**src/rtl/core/assert_macros.svh**
```systemverilog
// ----------------------------------------------------------------------------
// assert_macros.svh
// concurrent assertion helpers clocked on clk_i, held off during reset
// ----------------------------------------------------------------------------
`ifndef ASSERT_MACROS_SVH
`define ASSERT_MACROS_SVH

`ifndef ASSERT_OFF
// same-cycle implication
`define FR_ASSERT_IMPL(lbl, ante, cons, msg) \
  lbl: assert property (@(posedge clk_i) disable iff (!rst_ni) (ante) |-> (cons)) \
    else $error(msg);
// next-cycle implication
`define FR_ASSERT_NEXT(lbl, ante, cons, msg) \
  lbl: assert property (@(posedge clk_i) disable iff (!rst_ni) (ante) |=> (cons)) \
    else $error(msg);
`else
`define FR_ASSERT_IMPL(lbl, ante, cons, msg)
`define FR_ASSERT_NEXT(lbl, ante, cons, msg)
`endif

`endif

```
**src/rtl/core/frot_pkg.sv**
```systemverilog
// ----------------------------------------------------------------------------
// frot_pkg
// shared constants, codes and controller/datapath types of the frame rotator
// ----------------------------------------------------------------------------
`default_nettype none

package frot_pkg;

  localparam int unsigned MAX_WIDTH   = 256;
  localparam int unsigned MAX_HEIGHT  = 256;
  localparam int unsigned MAX_DIM     = (MAX_WIDTH > MAX_HEIGHT) ? MAX_WIDTH : MAX_HEIGHT;
  localparam int unsigned DIM_W       = 9;
  localparam int unsigned COORD_W     = $clog2(MAX_DIM);
  localparam int unsigned STORE_DEPTH = MAX_WIDTH * MAX_HEIGHT;
  localparam int unsigned ADDR_W      = $clog2(STORE_DEPTH);
  localparam int unsigned CNT_W       = ADDR_W + 1;
  localparam int unsigned DIV_CNT_W   = $clog2(CNT_W);
  localparam int unsigned PIX_W       = 32;
  localparam int unsigned HALF_W      = 16;
  localparam int unsigned BYTE_W      = 8;
  localparam int unsigned CFG_IDX_W   = 2;
  localparam int unsigned CFG_DATA_W  = 9;

  typedef enum logic {
    ACT_LOAD  = 1'b0,
    ACT_FETCH = 1'b1
  } action_e;

  typedef enum logic [1:0] {
    ROT_0   = 2'd0,
    ROT_90  = 2'd1,
    ROT_180 = 2'd2,
    ROT_270 = 2'd3
  } rot_e;

  typedef enum logic [1:0] {
    FMT_WORD32 = 2'd0,
    FMT_WORD16 = 2'd1,
    FMT_YCC    = 2'd2
  } fmt_e;

  typedef enum logic [CFG_IDX_W-1:0] {
    CFG_WIDTH    = 2'd0,
    CFG_HEIGHT   = 2'd1,
    CFG_ROTATION = 2'd2,
    CFG_FORMAT   = 2'd3
  } cfg_idx_e;

  typedef enum logic [2:0] {
    ST_IDLE,
    ST_DIV,
    ST_ADDR,
    ST_RD_PIX,
    ST_RD_NB,
    ST_DONE
  } state_e;

  typedef struct packed {
    logic load;
    logic fetch_start;
    logic div_start;
    logic div_load;
    logic addr_calc;
    logic rd_pix;
    logic rd_nb;
    logic emit;
  } cmd_t;

  typedef struct packed {
    logic frame_full;
    logic wrap;
    logic dirty;
    logic div_done;
    logic out_free;
  } sts_t;

endpackage

`default_nettype wire

```
**src/rtl/core/frot_ctrl.sv**
```systemverilog
// ----------------------------------------------------------------------------
// frot_ctrl
// controller: accepts beats and sequences each fetch through the datapath
// ----------------------------------------------------------------------------
`default_nettype none

module frot_ctrl import frot_pkg::*; (
  input  logic    clk_i,
  input  logic    rst_ni,
  input  logic    in_valid_i,
  input  action_e in_action_i,
  output logic    in_ready_o,
  input  sts_t    sts_i,
  output cmd_t    cmd_o
);

  state_e state_q, state_d;
  logic   accept, fetch;

  assign accept = in_valid_i && (state_q == ST_IDLE);
  assign fetch  = accept && (in_action_i == ACT_FETCH);

  always_comb begin
    state_d = state_q;
    unique case (state_q)
      ST_IDLE: begin
        if (fetch) begin
          if (!sts_i.frame_full) begin
            state_d = ST_DONE;
          end else if (sts_i.wrap || !sts_i.dirty) begin
            state_d = ST_ADDR;
          end else begin
            state_d = ST_DIV;
          end
        end
      end
      ST_DIV: begin
        if (sts_i.div_done) begin
          state_d = ST_ADDR;
        end
      end
      ST_ADDR:   state_d = ST_RD_PIX;
      ST_RD_PIX: state_d = ST_RD_NB;
      ST_RD_NB:  state_d = ST_DONE;
      ST_DONE: begin
        if (sts_i.out_free) begin
          state_d = ST_IDLE;
        end
      end
      default:   state_d = ST_IDLE;
    endcase
  end

  always_comb begin
    in_ready_o        = (state_q == ST_IDLE);
    cmd_o             = '0;
    cmd_o.load        = accept && (in_action_i == ACT_LOAD);
    cmd_o.fetch_start = fetch;
    cmd_o.div_start   = fetch && sts_i.frame_full && !sts_i.wrap && sts_i.dirty;
    cmd_o.div_load    = (state_q == ST_DIV) && sts_i.div_done;
    cmd_o.addr_calc   = (state_q == ST_ADDR);
    cmd_o.rd_pix      = (state_q == ST_RD_PIX);
    cmd_o.rd_nb       = (state_q == ST_RD_NB);
    cmd_o.emit        = (state_q == ST_DONE) && sts_i.out_free;
  end

  always_ff @(posedge clk_i or negedge rst_ni) begin
    if (!rst_ni) begin
      state_q <= ST_IDLE;
    end else begin
      state_q <= state_d;
    end
  end

endmodule

`default_nettype wire

```
**config.mk**
```make
export PLATFORM = sky130hd
export DESIGN_NAME = frot_ctrl
export DESIGN_NICKNAME = d
export VERILOG_FILES = /design/src/rtl/core/assert_macros.svh /design/src/rtl/core/frot_pkg.sv /design/src/rtl/core/frot_ctrl.sv
export SDC_FILE = /design/constraint.sdc
export NUM_CORES = 1
export LEC_CHECK = 0
export BUFFER_PORTS_ARGS = -buffer_cell sky130_fd_sc_hd__buf_2
export CAP_MARGIN = 0
export CELL_PAD_IN_SITES_DETAIL_PLACEMENT = 1
export CELL_PAD_IN_SITES_GLOBAL_PLACEMENT = 1
export CORE_AREA = 2 2 39 41
export CTS_CLUSTER_DIAMETER = 120
export DETAILED_ROUTE_END_ITERATION = 8
export DIE_AREA = 0 0 41 43
export PLACE_DENSITY = 0.58
export SLEW_MARGIN = 0
export SYNTH_ARGS = -nofsm -noshare
export SYNTH_HDL_FRONTEND = slang
export SYNTH_SLANG_ARGS = --single-unit
```
**constraint.sdc**
```tcl
create_clock -name clk_i -period 3.1 [get_ports clk_i]
set_clock_uncertainty 0.15 [all_clocks]
set_input_delay 0.155 -clock clk_i [delete_from_list [all_inputs] [get_ports clk_i]]
set_output_delay 0.155 -clock clk_i [all_outputs]
set_load 0.03 [all_outputs]
```
==> Yosys cells after proc, flatten, opt, wreduce, memory -nomap -nowiden <==
Index checks and enable logic that the tools add are counted.
{ "op_classes": {"reduce_logical": 13, "bitwise_logic": 1, "n_eq_ne": 8, "n_mux": 6} }
{ "op_table": {"columns": ["cell", "n"], "rows": [
  ["3-bit one-hot mux with 6 select lines", 1],
  ["3-bit two-way mux", 4],
  ["1-bit logical AND", 8],
  ["3-bit by 2-bit == test with 1-bit output (second input constant)", 2],
  ["3-bit == test (second input constant)", 2],
  ["2-bit inequality test (second input constant)", 2],
  ["3-bit by 1-bit == test with 1-bit output (second input constant)", 1],
  ["3-bit zero test", 1],
  ["3-bit AND reduction", 1],
  ["1-bit zero test", 2],
  ["2-bit two-way mux", 1],
  ["2-bit by 1-bit inequality test with 1-bit output (second input constant)", 1],
  ["1-bit logical OR", 1],
  ["1-bit NOT", 1]
]} }
{ "word_totals": {"ff_bits": 3, "output_inout_bits": 9, "input_bits": 9, "word_cells": 29} }

==> Longest topological paths before layout <==
{ "depth": {"word_depth": 6, "ltp_mapped": 4, "depth_no_buf": 3} }

==> Worst setup path after synthesis <==
OpenSTA, ideal clock, no wires.
{ "synth_path": {"kind": "register -> output", "from": "reg state_q[1]", "to": "out cmd_o[5] (netlist bit)", "slack_ns": 1.399, "n_path_buf": 1, "t_arrival_ns": 1.396, "path_stages_with_launch": 5, "required_ns": 2.795, "path_cell_list": "dfrtp_1 buf_6 nor3_4 and3_1 and3_1"} }
{ "synth_rtl": {"columns": ["item", "line", "text"], "rows": [
  ["from (decl)", "frot_ctrl.sv:17", "state_e state_q, state_d;"],
  ["from (signal assigned)", "frot_ctrl.sv:71", "state_q <= state_d;"],
  ["to (decl)", "frot_ctrl.sv:14", "output cmd_t cmd_o"]
]} }

==> metrics list <==
* Maximum count of clock buffers along a single path: 2
* Number of synthesized flops with an enable pin: 0
* Basic-gate share of the synthesized area counting and, or, nand and nor cells: 40.0%
- Ant. Diodes: 0
* Path type of the worst min-delay path: in2async
- Max IR drop VDD: between 0.0002 and 0.0003 V
- Dominant cell by count in the synthesized netlist: sky130_fd_sc_hd__nor2_1
* Syn. warnings: 0
- Average cell area after synthesis: 7.82 µm²
- Measured slew at the worst slew-check pin: 0.378 ns
- STA classifies the critical path endpoint as a primary output.
- The design draws 0.000384 W.
- Synthesis handed over a netlist of 36 instances.
* Required time of the worst setup path: around 2.8 ns
- Routability-driven placement finished with a final weighted congestion of 0.716.
- The worst path needs 1.77 ns of the cycle, external delays included.
* Kind of launch point of the worst setup path: register
- Post-detailed-routing wire length: 701 µm
- Top-level port count: 18
* Synth cell types: 22
* Number of setup violations in the final report: 0
- In the routed design, unresolved DRC markers number 0.
- Total of buffers placed on input and output ports: 17
* Post-synthesis sequential area ratio: 26.7%
- More flip-flops sit in one register than any other, and that register is state_q.
* Total power divided by cell area: 990 nW/µm²
* Fraction of layout instances using a drive strength above 1: between 30% and 40%
- Most frequently used flop master after synthesis: sky130_fd_sc_hd__dfrtp_1
- After synthesis, the largest area contributor takes up 26.7% of total cell area.
* Worst rel slew slack: 74.8%
- Of all nets on the critical path, the largest fanout is 8.
- Sorting the synthesized cells by area gives the leading types as sky130_fd_sc_hd__dfrtp_1 (27%), sky130_fd_sc_hd__buf_6 (8.0%), sky130_fd_sc_hd__nor2_1 (8.0%).
- Initial drt markers: 0
* Maximum level of the CTS H-tree: 1
- Post-detailed-route wirelength per cell: 10.0 µm
- OpenSTA, run right after detailed placement, puts the worst setup slack at 1.57 ns.
- Placeable core region: 1380 µm²
* Syn_nets: 45
- Cell leakage power: 0.212 nW
- Top cell type by total area after synthesis: sky130_fd_sc_hd__dfrtp_1
- The synthesized netlist devotes roughly 16% of its cell area to compound gates.
* Smallest setup slack after layout: 1.33 ns
* Die Ht: 43 µm
- Final Max Tran Viols: 0
- Flops & latches, synth: 3
- Clock tree from TritonCTS: yes
* Fraction of synthesized area in multiplexers: 0%
* Initial antenna violation count: 0
- Overall via count from detail_route: 297
- The number of endpoints with negative hold slack in the final report was 0.
* Number of maximum-capacitance violations: 0
* Share of flip-flops with an asynchronous set or reset: 100%
- Clk Tree Root Cell: sky130_fd_sc_hd__clkbuf_4
* Met1 track demand over resource: 11.3%
- The later pin in the worst-skew pair is clocked with a latency of 0.23 ns.
- Vias per std cell: 4.24
- Antenna viol nets, final: 0
* Largest registers ranked by flip-flop count: state_q: 3 flops
* Mapped cell area: around 280 µm²
- Setup repair after global routing left no endpoint under its margin.
- Clock sink count: 3
- M2 GR Usage: 13.1%
* Arrival time of data at the critical path endpoint: approximately 1.5 ns
- The area growth from synthesis to layout is 37.8%.
* Period Utilization, post-route: 57.1%
- Entering global routing, the biggest net connects 11 pins.
- The via count of the first global-routing pass came to 275.
* Total routing resource utilization after global routing: 9.56%
- The run finished with clean final reports.
- Post-Synth XOR/XNOR Area: 3.11%
- TNS Setup: 0 ns
* Standard-cell rows: 14
- Grt ovf: 0
* Clock transition at the registers of the reported paths: 0.04 ns
- Commonest cells post-synth: sky130_fd_sc_hd__nor2_1 (6), sky130_fd_sc_hd__nand2_1 (4), sky130_fd_sc_hd__and3_1 (3), sky130_fd_sc_hd__dfrtp_1 (3)
- For this run, the detailed router's first-pass iteration total came to 1.
- The HPWL after detailed placement is 541 µm.
* Worst Hold Slack: 0.101 ns
- Number of flip-flops under the largest register name: 3
- The global routing stage identified its most utilized layer as met2.
- In this run the horizontal extent of the chip is 41 µm.
- Maximum frequency from static timing analysis: about 560 MHz
* Die area: about 1800 µm²
- The first global-routing pass estimated 1100 µm of wire.
- Final #Nets: 64
* Number of buffers created by CTS: 3
* Met3 usage in global routing: about 1.6%
- Cells fill 28.0% of the core in the end.
- Post-synthesis adder-cell area fraction: 0%
- Once the floorplan was initialized, standard cells occupied 20.3% of the core.
- Class of the most critical setup path: reg2out
- Dominant combinational cell family by area after synthesis: simple AND/OR/NAND/NOR gates
==> layout by cell type (no fill, tap or decap), drive strengths merged, types with 2 or more instances in the layout <==
cell type and count:
nor2 6, buf 17, clkbuf 4, and3 3, nand2b 2, nand2 4
dfrtp 3
==> cell type report <==
cell class	count	area, µm²
sequential	3	75.1
fill	183	996
tap	16	20.0
timing repair buffer	18	95.1
clock buffer	4	26.3
multi-input combinational	28	168
inverter	1	3.75
==> path summary, 6_finish.rpt <==
path	startpoint	to	depth (start not counted)	slack [ns]
max in group asynchronous	rst_ni	state_q[1]	2	2.60
min in group clk_i	in_valid_i	state_q[2]	3	0.13
hold reg to reg	state_q[1]	state_q[2]	1	0.52
hold / removal	rst_ni	state_q[0]	2	0.10
setup reg to reg	state_q[1]	state_q[1]	3	1.74
setup / recovery	state_q[1]	cmd_o[5]	4	1.33
==> power breakdown <==
group	internal (W)	switching, W	total [W]
combinational	0.0000865	0.000122	0.000209
sequential	0.0000571	0.0000507	0.000108
clock	0.0000482	0.0000195	0.0000677
total	0.000192	0.000192	0.000384
==> repair_timing <==
action | in CTS | in global routing
buffers inserted | 0 | 0
gates resized for setup | 0 | 0
hold buffers | 1 | 0
hold endpoints to repair | 3 | 0
==> critical path, cell delays in order (launching register included) <==
cell	delay (ns)
sky130_fd_sc_hd__dfrtp_1	0.48
sky130_fd_sc_hd__nor3_4	0.24
sky130_fd_sc_hd__and3_1	0.19
sky130_fd_sc_hd__and3_1	0.14
sky130_fd_sc_hd__buf_2	0.19
==> per-layer routing <==
| layer | routed length, µm | share of wire [%] |
|---|---|---|
| met4 | 0 | 0 |
| met5 | 0 | 0 |
| met2 | 346 | 49 |
| met1 | 317 | 45 |
| met3 | 38 | 5.4 |
==> cell families (layout without fill, tap and decap cells) <==
kind of cell / count (synthesis) / count (layout)
DFF: 3 / 3
xor gates and xnor gates: 1 / 1
AOI/OAI and AO/OA: 7 / 7
buffers and inverters: 5 / 23
and+or+nand+nor: 20 / 20
==> metrics by stage <==
stage / cell area (µm²) / instances
2_1_floorplan: 282 / 36
3_3_place_gp: 352 / 65
3_5_place_dp: 352 / 65
4_1_cts: 388 / 70
5_1_grt: 388 / 70
6_report: 388 / 70
(Power assumes the default switching activity.)
